--- config.mk ---
export PLATFORM = sky130hd
export DESIGN_NAME = rpac_cordic_cell
export DESIGN_NICKNAME = d
export VERILOG_FILES = /design/src/hdl/rpac_pkg.sv /design/src/hdl/rpac_cordic_cell.sv
export SDC_FILE = /design/constraint.sdc
export NUM_CORES = 1
export LEC_CHECK = 0
export ABC_AREA = 1
export BUFFER_PORTS_ARGS = -buffer_cell sky130_fd_sc_hd__buf_2
export CAP_MARGIN = 20
export CORE_MARGIN = 2
export CORE_UTILIZATION = 25
export DETAILED_ROUTE_END_ITERATION = 10
export HOLD_SLACK_MARGIN = 0.02
export SYNTH_ARGS = -nofsm -noshare
export SYNTH_HDL_FRONTEND = slang
export SYNTH_SLANG_ARGS = --single-unit
--- constraint.sdc ---
create_clock -name clk -period 0.8 [get_ports clk]
set_input_delay 0.24 -clock clk [delete_from_list [all_inputs] [get_ports clk]]
set_output_delay 0.24 -clock clk [all_outputs]
set_load 0.02 [all_outputs]
--- src/hdl/rpac_pkg.sv ---
// ----------------------------------------------------------------------------
// rpac_pkg: shared types and constants for the point rotation block
// Fixed formats of the angle path, the CORDIC arctangent table and the
// quadrant codes used by the front end and the back end.
// ----------------------------------------------------------------------------
package rpac_pkg;

	// Angle input is signed Q10.16 degrees.
	localparam int unsigned ANGLE_W     = 26;
	// Working width for the wrap of the angle into one turn.
	localparam int unsigned ANG_EXT_W   = 28;
	// Width of the wrapped angle, which lies in [0, 360) degrees.
	localparam int unsigned RED_W       = 25;
	// CORDIC angle (2^-24 degree units) and Q2.30 vector widths.
	localparam int unsigned Z_W         = 32;
	localparam int unsigned XY_W        = 32;
	// Cosine and sine after the quadrant swap, with room for negation.
	localparam int unsigned CS_W        = 33;
	// Q10.16 degrees to 2^-24 degree units.
	localparam int unsigned ANG_SCALE_SH = 8;
	// The rotated offset is Q2.30 times Q16.16; drop 30 bits to get Q16.16.
	localparam int unsigned ROUND_SH    = 30;

	localparam logic signed [ANG_EXT_W-1:0] FULL_TURN    = ANG_EXT_W'(360 * 65536);
	localparam logic signed [ANG_EXT_W-1:0] QUARTER_TURN = ANG_EXT_W'(90 * 65536);
	localparam logic signed [ANG_EXT_W-1:0] TURN_45      = ANG_EXT_W'(45 * 65536);
	localparam logic signed [ANG_EXT_W-1:0] TURN_135     = ANG_EXT_W'(135 * 65536);
	localparam logic signed [ANG_EXT_W-1:0] TURN_225     = ANG_EXT_W'(225 * 65536);
	localparam logic signed [ANG_EXT_W-1:0] TURN_315     = ANG_EXT_W'(315 * 65536);

	// Inverse CORDIC gain in Q2.30.
	localparam logic signed [XY_W-1:0] GAIN_Q30 = XY_W'(652032874);

	// atan(2^-i) in units of 2^-24 degree, rounded to nearest.
	localparam logic signed [Z_W-1:0] ATAN_TAB [32] = '{
		32'sd754974720, 32'sd445687602, 32'sd235489088, 32'sd119537938,
		32'sd60000934,  32'sd30029717,  32'sd15018523,  32'sd7509720,
		32'sd3754917,   32'sd1877466,   32'sd938734,    32'sd469367,
		32'sd234684,    32'sd117342,    32'sd58671,     32'sd29335,
		32'sd14668,     32'sd7334,      32'sd3667,      32'sd1833,
		32'sd917,       32'sd458,       32'sd229,       32'sd115,
		32'sd57,        32'sd29,        32'sd14,        32'sd7,
		32'sd4,         32'sd2,         32'sd1,         32'sd0
	};

	// Number of whole quarter turns left over after the residual is split off.
	typedef enum logic [1:0] {
		QUAD_0   = 2'd0,
		QUAD_90  = 2'd1,
		QUAD_180 = 2'd2,
		QUAD_270 = 2'd3
	} quad_t;

endpackage

--- src/hdl/rpac_cordic_cell.sv ---
// ----------------------------------------------------------------------------
// rpac_cordic_cell: one rotation step of the CORDIC chain
// Turns the vector by plus or minus atan(2^-SHIFT) toward zero residual angle
// and passes the item's side data to the next cell.
// ----------------------------------------------------------------------------
module rpac_cordic_cell
	import rpac_pkg::*;
#(
	parameter int unsigned SHIFT  = 0,
	parameter int unsigned SIDE_W = 132
) (
	input  logic                     clk,
	input  logic                     arst_n,
	input  logic                     en,
	input  logic                     in_valid,
	input  logic signed [XY_W-1:0]   in_x,
	input  logic signed [XY_W-1:0]   in_y,
	input  logic signed [Z_W-1:0]    in_z,
	input  logic [SIDE_W-1:0]        in_side,
	output logic                     out_valid,
	output logic signed [XY_W-1:0]   out_x,
	output logic signed [XY_W-1:0]   out_y,
	output logic signed [Z_W-1:0]    out_z,
	output logic [SIDE_W-1:0]        out_side
);

	logic                   valid_q;
	logic signed [XY_W-1:0] x_q, y_q;
	logic signed [Z_W-1:0]  z_q;
	logic [SIDE_W-1:0]      side_q;
	logic signed [XY_W-1:0] xs, ys;

	// Arithmetic shifts round toward minus infinity.
	assign xs = in_x >>> SHIFT;
	assign ys = in_y >>> SHIFT;

	always_ff @(posedge clk or negedge arst_n) begin
		if (!arst_n) begin
			valid_q <= 1'b0;
		end else if (en) begin
			valid_q <= in_valid;
		end
	end

	always_ff @(posedge clk) begin
		if (en) begin
			side_q <= in_side;
			if (!in_z[Z_W-1]) begin
				x_q <= in_x - ys;
				y_q <= in_y + xs;
				z_q <= in_z - ATAN_TAB[SHIFT];
			end else begin
				x_q <= in_x + ys;
				y_q <= in_y - xs;
				z_q <= in_z + ATAN_TAB[SHIFT];
			end
		end
	end

	assign out_valid = valid_q;
	assign out_x     = x_q;
	assign out_y     = y_q;
	assign out_z     = z_q;
	assign out_side  = side_q;

endmodule

==> summary.md <==
| Metric | Value |
|---|---|
| Initial standard-cell utilization of the core | around 25% |
| WL per Instance | ~19 µm |
| Core region area | 57600 µm² |
| Total via count in the routed design | 15600 |
| Placement row count | 88 |
| Most frequent cells in the layout | 382 x sky130_fd_sc_hd__nand2_1, 268 x sky130_fd_sc_hd__buf_6, 249 x sky130_fd_sc_hd__inv_1 |
| Final weighted congestion of routability-driven global placement | 0.906 |
| Most frequently used flop master after synthesis | sky130_fd_sc_hd__edfxtp_1 |
| Hold Crit Depth | 2 |
| Number of global-route vias before repair | roughly 16000 |
| Number of setup violations in the final report | around 300 |
| Boundary pin count | between 400 and 500 |
| Count of buffers inserted at the top-level ports | 460 |
| Critical Path RT | 1110 ps |
| Endpoint with the worst hold slack | out_side[100] |
| Antenna violations before repair | 5 |
| Skew-Pair Late Insertion Delay | roughly 550 ps |
| Area of the mapped netlist | approximately 15000 µm² |
| TritonCTS Buffers | 26 |
| Fraction of power consumed by sequential logic | 34.7% |
| Net total in the final layout | 3037 |
| Top metal layer carrying routed signals | met4 |
| Failing checks | setup timing |
| RSZ-0062 raised after global routing | yes |
| Worst setup path class | input port to flop |
| Crit-path max FO | 8 |
| Post-synth net total | about 2100 |
| Signed area change from the synthesized netlist to the final layout | 87.0% |
| Power density over cell area | 1630 nW/µm² |
| Post-route non-filler standard cell count | 3490 |
| Commonest non-fill, non-tap cell in the layout | sky130_fd_sc_hd__nand2_1 |
| Area post-placement | 20500 µm² |
| Highest achievable clock rate | 655 MHz |
| Clock transition time at the flip-flop clock pins of the worst setup and hold paths | 70 ps |
| Detailed placer's ending HPWL | 50400 µm |
| GRT Total Usage | 20.5% |
| #FFs+latches synth | 228 |
| Fraction of layout cells with a size suffix above 1 | 51.6% |
| Relative slew slack | 71.9% |
| Part of the power in combinational logic | between 30 and 40% |
| Critical Path Source Type | input port |
| Buffer depth of the longest clock path | 3 |
| Num Clock Sinks | 228 |
| Origin of the worst min-delay path | en |
| H-tree depth | 1 |
| Worst setup margin | -728 ps |
| Crit share post-route | 191% |
| Post-Place Setup Slack | -1460 ps |
| Number of warnings reported in the yosys synthesis log | 0 |
| Fin. max-slew vios | 0 |
| Setup skew after layout | 0 ps |
| Startpoint of the most critical register-to-register path | out_valid |
| Drt drc | 0 |
| Final antenna-violating net count | 0 |
| Vertical die dimension | between 200 and 250 µm |
| Layout Cell Area excl Fill | 27200 µm² |
| Cell at the root of the clock tree | sky130_fd_sc_hd__clkbuf_16 |
| Peak supply drop | 1430 µV |
| Chip width | ~250 µm |
| Aggregate global routing overflow | 0 |
| Net Switching | 0.0153 W |
| Router iterations before antenna repair | 5 |
| First-pass GRT wire length | 92500 µm |
| Cell internal pwr | 0.0291 W |
| Switching power as a share of total power | 34.4% |
| DRT iter0 DRCs | 723 |
| Post-synth cell types | 38 |
| Vias per inst | 4.46 |
| Post-synthesis sequential area ratio | 47.1% |
| Result of the run | finished, violations left |
| Length of routed met3 wiring | 3860 µm |
| Capturing element type of the critical path | flop |
| Post-layout min period | about 1500 ps |
| Transition time at the pin with the least slew margin | 422 ps |
| Cell count after placement | around 3200 |
| Static leakage | 12.8 nW |
| Relative contribution of the clock network to total power | 27.7% |
| Number of enable-type register cells in the synthesized netlist | ~230 |
| Largest net degree at the start of global routing | 49 |
| Endpoint of the most critical register-to-register path | out_valid |
| Depth of the worst register-to-register path | 1 |
| Class of the tightest hold or removal check | input port to flop |
| Number of endpoints with negative hold slack in the final report | 0 |
| Async set-or-reset flop fraction in the synthesized netlist | 0.439% |
| Total Routed Length | 65400 µm |
| Number of maximum-capacitance constraint violations | 0 |
| Worst reg2reg setup slack | -10 ps |
| CTS tree | built |
| Number of standard cells after synthesis | 1806 |
| Wire length on met2 | 34600 µm |
| DRT met1 WL | around 24000 µm |
| Mean cell area of the mapped netlist | 8.05 µm² |
| Critical path data arrival time | 1840 ps |
| Die area | 60100 µm² |
==> logic make-up after synthesis <==
| group | after synthesis | share of synthesized area (%) |
|---|---|---|
| simple gates | 924 | 26.3 |
| buf+inv | 380 | 10.5 |
| flops | 228 | 47.1 |
| compound gates | 140 | 5.16 |
| fa+ha+maj | 104 | 9.16 |
| xor+xnor | 29 | 1.75 |
| mux | 1 | 0.0775 |
==> metal layers <==
metal,track usage (%),vias up
li1,-,7523
met1,22.1,7366
met5,0,-
met2,39.1,545
met4,9.13,0
met3,3.01,119
==> state kept, by name, indices dropped and copies added (netlist names) <==
name / count
out_side: 132
out_y: 32
out_valid: 1
out_x: 31
out_z: 32
==> cells in the mapped netlist (2+ instances only) <==
library cell / count / share of area [%]
sky130_fd_sc_hd__inv_2: 3 / 0.077
sky130_fd_sc_hd__buf_6: 4 / 0.31
sky130_fd_sc_hd__a31oi_1: 4 / 0.17
sky130_fd_sc_hd__nand3b_1: 4 / 0.21
sky130_fd_sc_hd__o21ai_0: 39 / 1.3
sky130_fd_sc_hd__nand4_1: 19 / 0.82
sky130_fd_sc_hd__nor2_1: 102 / 2.6
sky130_fd_sc_hd__nor2_2: 6 / 0.26
sky130_fd_sc_hd__xor2_1: 29 / 1.7
sky130_fd_sc_hd__buf_2: 15 / 0.52
sky130_fd_sc_hd__o21ai_1: 2 / 0.069
sky130_fd_sc_hd__o21a_1: 4 / 0.21
sky130_fd_sc_hd__nand3_1: 151 / 5.2
sky130_fd_sc_hd__and2_1: 2 / 0.086
sky130_fd_sc_hd__nand3b_2: 3 / 0.23
sky130_fd_sc_hd__nand2_1: 619 / 16
sky130_fd_sc_hd__o21bai_1: 9 / 0.46
sky130_fd_sc_hd__nor3_1: 6 / 0.21
sky130_fd_sc_hd__nand2_2: 7 / 0.30
sky130_fd_sc_hd__a21o_1: 2 / 0.10
sky130_fd_sc_hd__nor3_2: 2 / 0.14
sky130_fd_sc_hd__o22ai_1: 4 / 0.17
sky130_fd_sc_hd__clkbuf_1: 8 / 0.21
sky130_fd_sc_hd__edfxtp_1: 227 / 47
sky130_fd_sc_hd__ha_1: 100 / 8.6
sky130_fd_sc_hd__buf_4: 12 / 0.62
sky130_fd_sc_hd__fa_1: 4 / 0.55
sky130_fd_sc_hd__inv_1: 335 / 8.6
sky130_fd_sc_hd__a21oi_1: 75 / 2.6
==> through the flow <==
step	hold WS [ps]	TNS [ps]	power (W)	util [%]
finish	111	-161070	0.0444	47.2
global route	99.7	-173470	0.0463	47.2
CTS	72.2	-165900	0.0431	44.6
detailed placement	21.3	-133450	0.0275	35.6
global placement	25.4	-133250	0.0274	35.6
floorplan	-55.6	-53860	0.0221	-
==> final cells by class <==
class,instances,area (µm²)
clock buffers,29,683
repair buffers,908,7960
clock inverters,18,175
well taps,765,957
fillers,5259,30400
inverters,339,1410
diodes,5,12.5
flip-flops and latches,228,6840
multi-input cells,1198,9140
==> critical path: stages <==
cell	delay [ps]
sky130_fd_sc_hd__buf_12	90
sky130_fd_sc_hd__inv_12	30
sky130_fd_sc_hd__ha_4	360
sky130_fd_sc_hd__buf_12	140
sky130_fd_sc_hd__nand2_8	60
sky130_fd_sc_hd__nor2_4	190
sky130_fd_sc_hd__and3_4	240
sky130_fd_sc_hd__nand2_4	60
sky130_fd_sc_hd__nand2_4	110
sky130_fd_sc_hd__nand2_1	80
sky130_fd_sc_hd__nand2_1	60
sky130_fd_sc_hd__nand2_1	40
sky130_fd_sc_hd__nand3_1	70
sky130_fd_sc_hd__nand2_2	50
==> worst max-delay path by stage <==
stage / start / end / slack [ps]
after floorplan: in_x[20] / out_x[31] / -920
after global placement: in_x[0] / out_x[30] / -1460
after detailed placement: in_x[0] / out_x[30] / -1460
after CTS: out_side[82] / out_side[82] / -750
after global routing: in_x[10] / out_y[26] / -740
final: in_x[10] / out_x[22] / -730
==> power groups by stage <==
stage	sequential, W	clock [W]	combinational, W
2_1_floorplan	0.0167	0	0.00545
3_3_place_gp	0.0154	0	0.0120
3_5_place_dp	0.0154	0	0.0121
4_1_cts	0.0154	0.0126	0.0152
5_1_grt	0.0155	0.0130	0.0178
6_report	0.0154	0.0123	0.0167
==> what timing repair did <==
item	CTS	global route
setup endpoints to repair	297	298
resized for setup	683	373
pin swaps	221	143
setup buffers	49	25
hold endpoints to repair	158	0
hold buffers	159	0
Power figures use the tool's default switching activity.
