### src/hdl/rpac_pkg.sv
// ----------------------------------------------------------------------------
// rpac_pkg: shared types and constants for the point rotation block
// Fixed formats of the angle path, the CORDIC arctangent table and the
// quadrant codes used by the front end and the back end.
// ----------------------------------------------------------------------------
package rpac_pkg;

	// Angle input is signed Q10.16 degrees.
	localparam int unsigned ANGLE_W     = 26;
	// Working width for the wrap of the angle into one turn.
	localparam int unsigned ANG_EXT_W   = 28;
	// Width of the wrapped angle, which lies in [0, 360) degrees.
	localparam int unsigned RED_W       = 25;
	// CORDIC angle (2^-24 degree units) and Q2.30 vector widths.
	localparam int unsigned Z_W         = 32;
	localparam int unsigned XY_W        = 32;
	// Cosine and sine after the quadrant swap, with room for negation.
	localparam int unsigned CS_W        = 33;
	// Q10.16 degrees to 2^-24 degree units.
	localparam int unsigned ANG_SCALE_SH = 8;
	// The rotated offset is Q2.30 times Q16.16; drop 30 bits to get Q16.16.
	localparam int unsigned ROUND_SH    = 30;

	localparam logic signed [ANG_EXT_W-1:0] FULL_TURN    = ANG_EXT_W'(360 * 65536);
	localparam logic signed [ANG_EXT_W-1:0] QUARTER_TURN = ANG_EXT_W'(90 * 65536);
	localparam logic signed [ANG_EXT_W-1:0] TURN_45      = ANG_EXT_W'(45 * 65536);
	localparam logic signed [ANG_EXT_W-1:0] TURN_135     = ANG_EXT_W'(135 * 65536);
	localparam logic signed [ANG_EXT_W-1:0] TURN_225     = ANG_EXT_W'(225 * 65536);
	localparam logic signed [ANG_EXT_W-1:0] TURN_315     = ANG_EXT_W'(315 * 65536);

	// Inverse CORDIC gain in Q2.30.
	localparam logic signed [XY_W-1:0] GAIN_Q30 = XY_W'(652032874);

	// atan(2^-i) in units of 2^-24 degree, rounded to nearest.
	localparam logic signed [Z_W-1:0] ATAN_TAB [32] = '{
		32'sd754974720, 32'sd445687602, 32'sd235489088, 32'sd119537938,
		32'sd60000934,  32'sd30029717,  32'sd15018523,  32'sd7509720,
		32'sd3754917,   32'sd1877466,   32'sd938734,    32'sd469367,
		32'sd234684,    32'sd117342,    32'sd58671,     32'sd29335,
		32'sd14668,     32'sd7334,      32'sd3667,      32'sd1833,
		32'sd917,       32'sd458,       32'sd229,       32'sd115,
		32'sd57,        32'sd29,        32'sd14,        32'sd7,
		32'sd4,         32'sd2,         32'sd1,         32'sd0
	};

	// Number of whole quarter turns left over after the residual is split off.
	typedef enum logic [1:0] {
		QUAD_0   = 2'd0,
		QUAD_90  = 2'd1,
		QUAD_180 = 2'd2,
		QUAD_270 = 2'd3
	} quad_t;

endpackage

### src/hdl/rpac_front.sv
// ----------------------------------------------------------------------------
// rpac_front: angle reduction and offset stages
// Wraps the angle into one turn, splits it into quarter turns and a residual
// in [-45, 45) degrees, and forms the offset of the point from the pivot.
// ----------------------------------------------------------------------------
module rpac_front
	import rpac_pkg::*;
#(
	parameter int unsigned COORD_WIDTH = 32
) (
	input  logic                                 clk,
	input  logic                                 arst_n,
	input  logic                                 en,
	input  logic                                 in_valid,
	input  logic signed [ANGLE_W-1:0]            angle_deg,
	input  logic signed [COORD_WIDTH-1:0]        pivot_x,
	input  logic signed [COORD_WIDTH-1:0]        pivot_y,
	input  logic signed [COORD_WIDTH-1:0]        point_x,
	input  logic signed [COORD_WIDTH-1:0]        point_y,
	output logic                                 out_valid,
	output logic signed [Z_W-1:0]                out_z,
	output logic [4*COORD_WIDTH+3:0]             out_side
);

	localparam int unsigned DW = COORD_WIDTH + 1;

	logic                         valid_s1, valid_s2;
	logic [RED_W-1:0]             r_s1;
	logic signed [DW-1:0]         dx_s1, dy_s1;
	logic signed [COORD_WIDTH-1:0] cx_s1, cy_s1;
	logic signed [Z_W-1:0]        z_s2;
	logic [4*COORD_WIDTH+3:0]     side_s2;

	logic signed [ANG_EXT_W-1:0]  ang_c, wrap_c, r_c, res_c;
	quad_t                        quad_c;

	// Stage 1: the angle field spans less than two turns either way, so one of
	// four fixed offsets brings it into [0, 360) degrees.
	always_comb begin
		ang_c = ANG_EXT_W'(angle_deg);
		priority if (ang_c < 0) begin
			if (ang_c + FULL_TURN < 0) begin
				wrap_c = ang_c + FULL_TURN + FULL_TURN;
			end else begin
				wrap_c = ang_c + FULL_TURN;
			end
		end else if (ang_c >= FULL_TURN) begin
			wrap_c = ang_c - FULL_TURN;
		end else begin
			wrap_c = ang_c;
		end
	end

	// Stage 2: round to the nearest quarter turn, halves going up.
	always_comb begin
		r_c = ANG_EXT_W'(r_s1);
		priority if (r_c >= TURN_315) begin
			res_c  = r_c - FULL_TURN;
			quad_c = QUAD_0;
		end else if (r_c >= TURN_225) begin
			res_c  = r_c - TURN_225 - TURN_45;
			quad_c = QUAD_270;
		end else if (r_c >= TURN_135) begin
			res_c  = r_c - TURN_135 - TURN_45;
			quad_c = QUAD_180;
		end else if (r_c >= TURN_45) begin
			res_c  = r_c - QUARTER_TURN;
			quad_c = QUAD_90;
		end else begin
			res_c  = r_c;
			quad_c = QUAD_0;
		end
	end

	always_ff @(posedge clk or negedge arst_n) begin
		if (!arst_n) begin
			valid_s1 <= 1'b0;
			valid_s2 <= 1'b0;
		end else if (en) begin
			valid_s1 <= in_valid;
			valid_s2 <= valid_s1;
		end
	end

	always_ff @(posedge clk) begin
		if (en) begin
			r_s1    <= wrap_c[RED_W-1:0];
			dx_s1   <= DW'(point_x) - DW'(pivot_x);
			dy_s1   <= DW'(point_y) - DW'(pivot_y);
			cx_s1   <= pivot_x;
			cy_s1   <= pivot_y;
			z_s2    <= Z_W'(res_c) <<< ANG_SCALE_SH;
			side_s2 <= {quad_c, cy_s1, cx_s1, dy_s1, dx_s1};
		end
	end

	assign out_valid = valid_s2;
	assign out_z     = z_s2;
	assign out_side  = side_s2;

endmodule

### config.mk
export PLATFORM = sky130hd
export DESIGN_NAME = rpac_front
export DESIGN_NICKNAME = d
export VERILOG_FILES = /design/src/hdl/rpac_pkg.sv /design/src/hdl/rpac_front.sv
export SDC_FILE = /design/constraint.sdc
export NUM_CORES = 1
export LEC_CHECK = 0
export ABC_AREA = 1
export BUFFER_PORTS_ARGS = -buffer_cell sky130_fd_sc_hd__buf_2
export CAP_MARGIN = 20
export CORE_UTILIZATION = 59
export DETAILED_ROUTE_END_ITERATION = 12
export GPL_ROUTABILITY_DRIVEN = 0
export MAX_ROUTING_LAYER = met4
export PLACE_DENSITY = 0.86
export SYNTH_ARGS = -nofsm -noshare
export SYNTH_HDL_FRONTEND = slang
export SYNTH_SLANG_ARGS = --single-unit
### constraint.sdc
create_clock -name clk -period 5.85 [get_ports clk]
set_input_delay 1.17 -clock clk [delete_from_list [all_inputs] [get_ports clk]]
set_output_delay 1.17 -clock clk [all_outputs]
set_load 0.01 [all_outputs]
==> out/metrics.csv, run 1 <==
stage,metric,value,unit
clocking,CTS H-tree lvls,1,
synth,Yosys warning count,0,
global_route,first-pass GRT wire length,53300,um
finish,Final nets,1892,
clocking,hold buffer count at CTS,0,
placement,placed cell area,0.0168,sq mm
clocking,Clock Latency Late Sink,0.58,ns
worst_setup_path,crit path DAT,3.08,ns
sta,final worst path period share,47.0,%
die,Core Region,0.0245,sq mm
finish,share of cells above drive strength 1,23.9,%
placement,port bufs,314,
worst_setup_path,CP Class,in2reg,
finish,design area,0.0178,sq mm
power_and_ir_drop,Lkg Pwr,7.78,nW
die,die area,0.0259,sq mm
min_path,Hold Crit Class,in2async,
routing,DRT Pass-1 Iters,6,
synth,Post-Synthesis Cell Area,0.0149,sq mm
finish,# fillers,1667,
clocking,Post CTS Setup Buffer Count,0,
power_and_ir_drop,Internal,4.20,mW
worst_setup_path,slowest stage cell on the critical path,fa_1,
worst_setup_path,Crit path top cell by count,nand2_1,
clocking,Root Driver,clkbuf_16,
sta,"Slew Viols, Final",0,
global_route,pin count of the biggest net entering global routing,131,
routing,WL/cell,17.2,um
die,Initial Util,60.7,%
die,FP Rows,57,
worst_setup_path,worst endpoint required time,6.19,ns
sta,Final Hold Fails,0,
worst_setup_path,crit path cell chain,buf_2 -> ha_1 -> fa_1 -> o21ai_2 -> a21oi_1 -> o21ai_2 -> nand2_1 -> nand2_1 -> nand2_1 -> nand3_1 -> nand2_1,
routing,Vias/cell,5.52,
die,Die H,161,um
power_and_ir_drop,Max rail drop VDD,0.345,mV
synth,Async SR Flop Fraction,0.639,%
global_route,Global Route Usage Sum,27.1,%
sta,Setup Skew,0.0273,ns
routing,DRC viols,0,
global_route,gr ovfl total,0,
power_and_ir_drop,Net Sw Power,1.48,mW
worst_setup_path,Critical Path Max Stage Delay,0.44,ns
power_and_ir_drop,switch share,26.0,%
power_and_ir_drop,Logic pwr share,15.7,%
synth,Synth Instances,1304,
placement,dpl hpwl,25600,um
synth,Avg Inst Size Synth,11.4,sq um
clocking,Worst-path clk slew,0.07,ns
sta,actual slew at the worst max-slew pin,0.946,ns
die,Die Width,161,um
power_and_ir_drop,clock power share,34.1,%
synth,prevailing post-synth register cell,edfxtp_1,
outcome,outcome,"complete, no violations",
clocking,Inserted Clock Buffers,31,
power_and_ir_drop,Power per Cell Area,318,mW/mm^2
worst_setup_path,crit path buf inv count,1,
synth,Yosys cell types,44,
power_and_ir_drop,sequential share of power,50.2,%
sta,min Tclk post-route,2.75,ns
global_route,initial antenna violation count,1,
sta,RSZ-0062 raised after global routing,false,
clocking,CTS tree,done,
job,max_cap viols,0,
worst_setup_path,CP Max Fanout,4,
routing,DR vias,11000,
routing,final WL,34300,um
worst_setup_path,crit-path leading delay family,adder cells,
sta,final setup fails,0,
worst_setup_path,Critical Path Source Type,input port,
clocking,CTS resizes,0,
synth,Yosys reg bits,313,
finish,fin util,72.7,%
die,I/O Pins,323,
sta,Fmax,0.364,GHz
routing,remaining antenna violation count,0,
clocking,CTS max path bufs,3,
worst_setup_path,Setup crit end kind,flop,
sta,Final TNS setup,0,ns
finish,Layout area overhead,19.8,%
clocking,clk sinks,313,
placement,placed cell count,1939,
sta,Slew HR,36.9,%
synth,"EDFF count, synth",311,
finish,Finished Layout Cells,1997,
routing,DRT iter0 DRCs,778,
synth,sequential fraction of the synthesis area,63.1,%
global_route,vias in the first global route,10600,
## synth_stat cells (all sizes together) (2+ instances only)
| master | count | area [sq um] |
|---|---|---|
| nand3b | 2 | 15.0 |
| or2 | 2 | 12.5 |
| xor2 | 53 | 464 |
| nor2 | 112 | 435 |
| nand2 | 248 | 941 |
| nand3 | 48 | 245 |
| buf | 13 | 106 |
| fa | 2 | 40.0 |
| o2111ai | 4 | 35.0 |
| a21oi | 103 | 546 |
| nor3 | 24 | 125 |
| xnor2 | 19 | 166 |
| edfxtp | 311 | 9340 |
| a21boi | 3 | 22.5 |
| o211ai | 6 | 45.0 |
| dfrtp | 2 | 50.1 |
| o21a | 6 | 45.0 |
| o21bai | 12 | 109 |
| a21o | 4 | 30.0 |
| inv | 166 | 623 |
| ha | 84 | 1050 |
| o21ai | 70 | 373 |
| nand4 | 3 | 18.8 |
## per-stage QoR
| step | setup WS, ns | hold slack, ns | total power, mW |
|---|---|---|---|
| after global routing | 2.99 | 0.356 | 5.89 |
| final | 3.10 | 0.371 | 5.68 |
| after detailed placement | 2.54 | 0.405 | 3.77 |
| after CTS | 3.13 | 0.351 | 5.70 |
| after global placement | 2.64 | 0.401 | 3.72 |
| after floorplan | 2.94 | 0.400 | 3.41 |
## cell families (layout without fill, tap and decap cells)
kind of cell,count (synthesis),after routing,synth area share (%)
and+or+nand+nor,442,442,12.2
DFF,313,313,63.1
AOI/OAI and AO/OA,210,210,8.20
buffers and inverters,179,540,4.90
adders and majority gates,86,86,7.33
xor gates and xnor gates,72,72,4.24
other,1,9,0.0252
muxes,1,1,0.0672
## worst reg2reg max path, delay by kind of cell (launching register included)
kind / cells / cell delay (ns)
AND/OR/NAND/NOR: 8 / 0.95
flip-flops: 1 / 0.52
adder cells (fa/ha/maj): 1 / 0.31
buffers and inverters: 1 / 0.30
AO/OA/AOI/OAI: 2 / 0.19
## metal layers
| layer | vias up | share of wire, % | wire [um] | track usage (%) |
|---|---|---|---|---|
| li1 | 5179 | - | - | - |
| met1 | 5084 | 38 | 12900 | 31.6 |
| met2 | 618 | 50 | 17000 | 46.2 |
| met3 | 140 | 7.6 | 2620 | 3.67 |
| met4 | 0 | 5.2 | 1790 | 13.2 |
| met5 | - | 0 | 0 | - |
## placed cells by master (no fill, tap or decap), drive strengths merged, types with 2 or more instances in the layout
| cell | count |
|---|---|
| o21ai | 70 |
| nand4 | 3 |
| o2111ai | 4 |
| clkbuf | 40 |
| xor2 | 53 |
| nor2 | 112 |
| nand2 | 248 |
| clkinv | 10 |
| or2 | 2 |
| conb | 8 |
| clkinvlp | 3 |
| o21bai | 12 |
| o21a | 6 |
| a21o | 4 |
| nor3 | 24 |
| a21boi | 3 |
| xnor2 | 19 |
| nand3 | 48 |
| a21oi | 103 |
| buf | 317 |
| inv | 168 |
| edfxtp | 311 |
| dfrtp | 2 |
| ha | 84 |
| fa | 2 |
| nand3b | 2 |
| bufinv | 2 |
| o211ai | 6 |
## path summary, 6_finish.rpt
| kind | start | end | slack, ns | cells past startpoint |
|---|---|---|---|---|
| max | pivot_x[0] | dx_s1[22] | 3.10 | 11 |
| min | arst_n | valid_s1 | 0.37 | 1 |
| max reg2reg | r_s1[19] | out_z[31] | 3.35 | 12 |
| min reg2reg | dy_s1[22] | out_side[55] | 0.41 | 0 |
| max in group asynchronous | arst_n | out_valid | 5.38 | 1 |
| min in group clk | dy_s1[22] | out_side[55] | 0.41 | 0 |
## cell type report
type / count / area (sq um) / share of cell area, %
well taps: 324 / 405 / 2.27
clock buffers: 40 / 850 / 4.76
inverters: 166 / 623 / 3.49
clock inverters: 17 / 153 / 0.856
diodes: 1 / 2.50 / 0.0140
multi-input cells: 819 / 4790 / 26.9
repair buffers: 317 / 1620 / 9.07
flip-flops and latches: 313 / 9390 / 52.7
## power by group through the flow
stage | registers [mW] | clock network (mW) | logic (mW)
floorplan | 2.92 | 0 | 0.485
global placement | 2.88 | 0 | 0.840
detailed placement | 2.90 | 0 | 0.869
CTS | 2.85 | 1.97 | 0.880
global route | 2.87 | 2.04 | 0.977
finish | 2.85 | 1.94 | 0.891
## state kept, by name, summed over array words and instances, names as in the netlist
signal and count:
dx_s1 33, r_s1 25, dy_s1 33, out_valid 1, out_z 24, valid_s1 1, cy_s1 32, out_side 132
cx_s1 32
Note: power is estimated with default switching activity, not from simulation.
==> run 2, diff against run 1 <==
ABC_AREA = 0   (was 1)
CORE_UTILIZATION = 54   (was 59)
PLACE_DENSITY = 0.8   (was 0.86)
clock period = 2.73 ns   (was 5.85 ns; I/O delays follow)
==> out/metrics.csv, run 2 <==
stage,metric,value,unit,change
sta,"Slew Viols, Final",0,,unchanged
sta,actual slew at the worst max-slew pin,0.532,ns,was 0.946 ns
worst_setup_path,Setup crit end kind,flop,,unchanged
global_route,initial antenna violation count,8,,was 1
clocking,CTS max path bufs,3,,unchanged
synth,most frequent cell after synthesis,edfxtp_1,,unchanged
synth,top-area cell type share of the netlist area,66.3,%,was 62.7%
die,Initial Util,55.5,%,was 60.7%
placement,placed cell area,0.0167,sq mm,was 0.0168 sq mm
finish,Final nets,1691,,was 1892
worst_setup_path,FF-to-FF Start,r_s1[16],,was r_s1[19]
synth,Synth Instances,1018,,was 1304
finish,share of cells above drive strength 1,32.7,%,was 23.9%
routing,DRT Pass-1 Iters,5,,was 6
die,I/O Pins,323,,unchanged
sta,final worst path period share,98.8,%,
finish,design area,0.0179,sq mm,was 0.0178 sq mm
clocking,CTS H-tree lvls,2,,was 1
min_path,Hold Crit Class,in2reg,,was in2async
worst_setup_path,CP Capture Point,out_z[28],,was dx_s1[22]
die,die area,0.0267,sq mm,was 0.0259 sq mm
worst_setup_path,reg2reg end,out_z[28],,was out_z[31]
clocking,Clock Latency Late Sink,0.51,ns,was 0.58 ns
routing,DRT iter0 DRCs,733,,was 778
worst_setup_path,Reg2Reg Setup Slack,0.03,ns,was 3.35 ns
sta,Fmax,0.371,GHz,
routing,DR vias,9710,,was 11.0k
job,max_cap viols,0,,unchanged
routing,WL/cell,16.9,um,was 17.2 um
global_route,gr ovfl total,0,,unchanged
finish,# fillers,1728,,was 1667
synth,Yosys reg bits,313,,unchanged
placement,port bufs,314,,unchanged
worst_setup_path,critical path startpoint,r_s1[16],,was pivot_x[0]
synth,Avg Inst Size Synth,13.8,sq um,was 11.4 sq um
synth,Async SR Flop Fraction,0.639,%,unchanged
worst_setup_path,crit path DAT,3.00,ns,was 3.08 ns
worst_setup_path,CP Depth,8,,was 11
die,FP Rows,58,,was 57
global_route,pin count of the biggest net entering global routing,69,,was 131
placement,placed cell count,1738,,was 1939
finish,Finished Layout Cells,1810,,was 1997
sta,Final Hold Fails,0,,unchanged
clocking,clk sinks,313,,unchanged
worst_setup_path,crit-path leading delay family,simple AND/OR/NAND/NOR gates,,was adder cells
clocking,Inserted Clock Buffers,34,,was 31
finish,"commonest non-fill, non-tap cell in the layout",buf_2,,unchanged
finish,"commonest cells after routing, fill and taps aside","buf_2, edfxtp_1, inv_1",,"was buf_2, edfxtp_1, nand2_1"
global_route,vias in the first global route,9413,,was 10.6k
global_route,Global Route Usage Sum,23.2,%,was 27.1%
sta,final setup fails,0,,unchanged
worst_setup_path,CP Max Fanout,8,,was 4
worst_setup_path,worst endpoint required time,3.03,ns,was 6.19 ns
outcome,outcome,"complete, no violations",,unchanged
worst_setup_path,reg2reg path depth,8,,was 12
synth,"EDFF count, synth",311,,unchanged
power_and_ir_drop,Power per Cell Area,686,mW/mm^2,was 318 mW/mm^2
synth,Synth area leader,edfxtp_1,,unchanged
sta,Setup Skew,0.0178,ns,was 0.0273 ns
sta,Final TNS setup,0,ns,unchanged
synth,sequential fraction of the synthesis area,66.6,%,was 63.1%
synth,Post-Synthesis Cell Area,0.0141,sq mm,was 0.0149 sq mm
finish,Layout area overhead,27.0,%,was 19.8%
die,Die H,164,um,was 161 um
routing,final WL,30600,um,was 34300 um
clocking,CTS tree,done,,unchanged
routing,DRC viols,0,,unchanged
power_and_ir_drop,Max rail drop VDD,0.584,mV,was 0.345 mV
synth,Yosys cell types,75,,was 44
clocking,Worst-path clk slew,0.06,ns,was 0.07 ns
clocking,Root Driver,clkbuf_16,,unchanged
sta,min Tclk post-route,2.70,ns,
routing,remaining antenna violation count,0,,unchanged
routing,Vias/cell,5.36,,was 5.52
die,Die Width,164,um,was 161 um
synth,synth cell count leaders,"edfxtp_1, inv_1, ha_1",,"was edfxtp_1, nand2_1, inv_1"
synth,top post-synthesis cells by area,"edfxtp_1, ha_1, a21oi_1, xnor2_1, inv_1",,"was edfxtp_1, ha_1, nand2_1, inv_1, a21oi_1"
global_route,first-pass GRT wire length,46700,um,was 53300 um
finish,number of flip-flops under the largest register name,132,,unchanged
synth,Yosys warning count,0,,unchanged
worst_setup_path,CP Class,reg2reg,,was in2reg
placement,dpl hpwl,22300,um,was 25600 um
synth,prevailing post-synth register cell,edfxtp_1,,unchanged
sta,worst hold slack,0.223,ns,was 0.371 ns
worst_setup_path,Critical Path Max Stage Delay,0.50,ns,was 0.44 ns
worst_setup_path,crit path cell chain,nor4b_1 -> nand3_1 -> nor3_1 -> o22ai_2 -> and3b_1 -> o32a_1 -> xnor2_1 -> mux2i_1,,was buf_2 -> ha_1 -> fa_1 -> o21ai_2 -> a21oi_1 -> o21ai_2 -> nand2_1 -> nand2_1 -> nand2_1 -> nand3_1 -> nand2_1
die,Core Region,0.0254,sq mm,was 0.0245 sq mm
worst_setup_path,crit path buf inv count,0,,was 1
worst_setup_path,slowest stage cell on the critical path,edfxtp_1,,was fa_1
worst_setup_path,Critical Path Source Type,flop,,was input port
placement,Setup WS pre-CTS,-0.459,ns,was 2.54 ns
power_and_ir_drop,Lkg Pwr,7.69,nW,was 7.78 nW
sta,Slew HR,64.5,%,was 36.9%
sta,final worst slack,0.0315,ns,was 3.10 ns
==> run 2: metal layers <==
layer | part of all wire [%] | GRT usage [%] | vias up
met2 | 51 | 39.3 | 391
met3 | 7.8 | 5.51 | 76
li1 | - | - | 4655
met5 | 0 | - | -
met4 | 2.9 | 8.38 | 0
met1 | 39 | 26.8 | 4588
==> run 2: stage by stage <==
stage | util (%) | power [mW]
CTS | 70.1 | 12.3
global route | 70.4 | 12.8
floorplan | - | 7.18
global placement | 65.9 | 7.97
finish | 70.4 | 12.3
detailed placement | 65.9 | 8.05
==> run 2: how the worst min path moves through the flow <==
stage | start | to | depth (start not counted)
global placement | arst_n | valid_s1 | 1
finish | angle_deg[10] | r_s1[10] | 1
floorplan | arst_n | out_valid | 0
CTS | angle_deg[10] | r_s1[10] | 1
global route | angle_deg[10] | r_s1[10] | 1
detailed placement | arst_n | out_valid | 1
==> run 2: cell families after synthesis <==
kind of cell	share of synthesized area, %
XOR/XNOR	3.85
AND/OR/NAND/NOR	7.09
adder cells (fa/ha/maj)	7.74
AO/OA/AOI/OAI	10.8
other	0.0266
multiplexers	0.382
buffers and inverters	3.48
flip-flops	66.6
==> run 2: repair_timing <==
item	in CTS	in global routing
pin swaps	0	3
endpoints found under the setup margin	1	9
hold buffers	1	0
resized for setup	1	10
hold endpoints to repair	2	0
buffers inserted	0	2
==> run 2: area by class of cell <==
type	count	area (sq um)	area share (%)
Tap cell	330	413	2.31
Inverter	94	357	1.99
Clock inverter	23	179	1.00
Multi-Input combinational cell	594	4310	24.1
Clock buffer	38	866	4.84
Sequential cell	313	9390	52.5
Timing Repair Buffer	410	2350	13.2
Antenna cell	8	20.0	0.112
==> run 2: where the power goes <==
| group | switching (mW) | leakage [nW] | internal [mW] | total (mW) |
|---|---|---|---|---|
| registers | 0.155 | 3.07 | 5.93 | 6.08 |
| clock network | 1.78 | 0.505 | 2.49 | 4.27 |
| logic | 1.06 | 4.11 | 0.862 | 1.92 |
==> run 3, diff against run 2 <==
PLACE_DENSITY = 0.83   (was 0.8)
==> out/metrics.csv, run 3 (synthesized netlist as in run 2, its figures left out) <==
stage,metric,value,unit,change
routing,final WL,32200,um,was 30600 um
sta,min Tclk post-route,2.72,ns,was 2.70 ns
sta,Final Hold Fails,0,,unchanged
die,Die H,164,um,unchanged
sta,"Slew Viols, Final",0,,unchanged
power_and_ir_drop,"Power, Total",12.5,mW,was 12.3 mW
power_and_ir_drop,Max rail drop VDD,0.596,mV,was 0.584 mV
finish,Final nets,1713,,was 1691
clocking,Clock Latency Late Sink,0.50,ns,was 0.51 ns
die,Die Width,164,um,unchanged
min_path,Hold EP,cy_s1[31],,was r_s1[10]
worst_setup_path,Setup crit end kind,flop,,unchanged
outcome,outcome,"complete, no violations",,unchanged
routing,DR top layer,met4,,unchanged
job,max_cap viols,0,,unchanged
routing,Post-Route M1 WL,12100,um,was 11800 um
finish,# fillers,1663,,was 1728
sta,Setup Skew,0.0140,ns,was 0.0178 ns
clocking,CTS tree,done,,unchanged
routing,DRC viols,0,,unchanged
clocking,CTS max path bufs,3,,unchanged
sta,final worst slack,0.00748,ns,was 0.0315 ns
min_path,Hold Startpoint,pivot_y[31],,was angle_deg[10]
worst_setup_path,Reg2Reg Setup Slack,0.007,ns,was 0.03 ns
placement,placed cell area,0.0169,sq mm,was 0.0167 sq mm
routing,WL/cell,17.6,um,was 16.9 um
finish,design area,0.0181,sq mm,was 0.0179 sq mm
global_route,pin count of the biggest net entering global routing,70,,was 69
clocking,clk sinks,313,,unchanged
global_route,Global Route Usage Sum,24.1,%,was 23.2%
finish,Layout area overhead,28.6,%,was 27.0%
placement,port bufs,314,,unchanged
worst_setup_path,reg2reg end,out_z[30],,was out_z[28]
routing,WL met3,2540,um,was 2380 um
routing,remaining antenna violation count,0,,unchanged
sta,worst hold slack,0.233,ns,was 0.223 ns
worst_setup_path,reg2reg path depth,9,,was 8
global_route,gr ovfl total,0,,unchanged
placement,dpl hpwl,23600,um,was 22300 um
min_path,hold path cells,1,,unchanged
power_and_ir_drop,Power per Cell Area,692,mW/mm^2,was 686 mW/mm^2
routing,DR vias,9978,,was 9710
die,Initial Util,55.5,%,unchanged
worst_setup_path,worst endpoint required time,2.96,ns,was 3.03 ns
global_route,vias in the first global route,9931,,was 9413
worst_setup_path,critical path startpoint,r_s1[0],,was r_s1[16]
routing,DRT iter0 DRCs,857,,was 733
sta,RSZ-0062 raised after global routing,true,,
sta,Fmax,0.367,GHz,was 0.371 GHz
worst_setup_path,CP Max Fanout,4,,was 8
finish,"commonest cells after routing, fill and taps aside","buf_2, edfxtp_1, buf_4",,"was buf_2, edfxtp_1, inv_1"
routing,DRT Pass-1 Iters,6,,was 5
finish,fin util,71.3,%,was 70.4%
sta,Final TNS setup,0,ns,unchanged
power_and_ir_drop,Lkg Pwr,7.83,nW,was 7.69 nW
worst_setup_path,crit path DAT,2.95,ns,was 3.00 ns
sta,Slew HR,59.8,%,was 64.5%
placement,placed cell count,1761,,was 1738
clocking,Worst-path clk slew,0.06,ns,about the same
min_path,Hold Crit Class,in2reg,,unchanged
worst_setup_path,CP Class,reg2reg,,unchanged
worst_setup_path,Critical Path Source Type,flop,,unchanged
finish,number of flip-flops under the largest register name,132,,unchanged
finish,"commonest non-fill, non-tap cell in the layout",buf_2,,unchanged
finish,share of cells above drive strength 1,33.9,%,was 32.7%
worst_setup_path,FF-to-FF Start,r_s1[0],,was r_s1[16]
routing,Vias/cell,5.45,,was 5.36
clocking,CTS H-tree lvls,2,,unchanged
sta,final setup fails,0,,unchanged
die,FP Rows,58,,unchanged
global_route,first-pass GRT wire length,48400,um,was 46700 um
global_route,initial antenna violation count,9,,was 8
sta,actual slew at the worst max-slew pin,0.603,ns,was 0.532 ns
routing,routed length on met2,16100,um,was 15500 um
finish,Finished Layout Cells,1832,,was 1810
die,Core Region,0.0254,sq mm,unchanged
die,I/O Pins,323,,unchanged
clocking,Inserted Clock Buffers,34,,unchanged
die,die area,0.0267,sq mm,unchanged
clocking,Root Driver,clkbuf_16,,unchanged
sta,final worst path period share,99.7,%,was 98.8%
placement,Setup WS pre-CTS,-0.475,ns,was -0.459 ns
run 3: cell types whose count changed in the layout (fill, tap and decap cells not counted), moves of 2 or more:
cell / previous run / this run
buf_4: 91 / 112
clkbuf_8: 0 / 3
clkinv_1: 11 / 7
diode_2: 8 / 10
run 3: how the worst max path moves through the flow:
stage | depth (start not counted) | slack (ns) | to
6_report | 9 | 0.007 | out_z[30]
5_1_grt | 8 | -0.09 | out_z[29]
4_1_cts | 11 | 0.05 | dy_s1[32]
3_5_place_dp | 11 | -0.47 | dx_s1[32]
3_3_place_gp | 11 | -0.37 | dx_s1[32]
2_1_floorplan | 11 | 0.001 | dx_s1[32]
run 3: metal layers:
layer	vias to the layer above	global-route usage, %
met2	459	41.0
met1	4697	26.3
met5	-	-
li1	4701	-
met3	121	5.74
met4	0	12.0
run 3: final cells by class:
cell class	instances	area, sq um	share of cell area [%]
antenna	10	25.0	0.138
clock buffer	41	928	5.12
clock inverter	18	170	0.939
inverter	94	357	1.97
multi-input combinational	594	4310	23.8
sequential	313	9390	51.8
tap	330	413	2.28
timing repair buffer	432	2530	14.0
run 3: critical path, cell delays in order, from the launching register on:
cell      delay, ns
edfxtp_1       0.41
nor4_2         0.33
nand3_1        0.25
nor4_2         0.36
a31oi_2        0.17
buf_4          0.20
o21ai_0        0.19
a21oi_1        0.10
a221oi_1       0.32
xnor2_1        0.12
run 3: what timing repair did:
item	4_1_cts	5_1_grt
endpoints found under the setup margin	0	13
gates resized for setup	0	10
hold buffers	1	0
hold endpoints to repair	2	0
setup buffers	0	1
run 3: where the power goes:
group,switching (mW),internal (mW)
Clock,1.76,2.70
Combinational,1.10,0.889
Sequential,0.157,5.93
Total,3.02,9.52
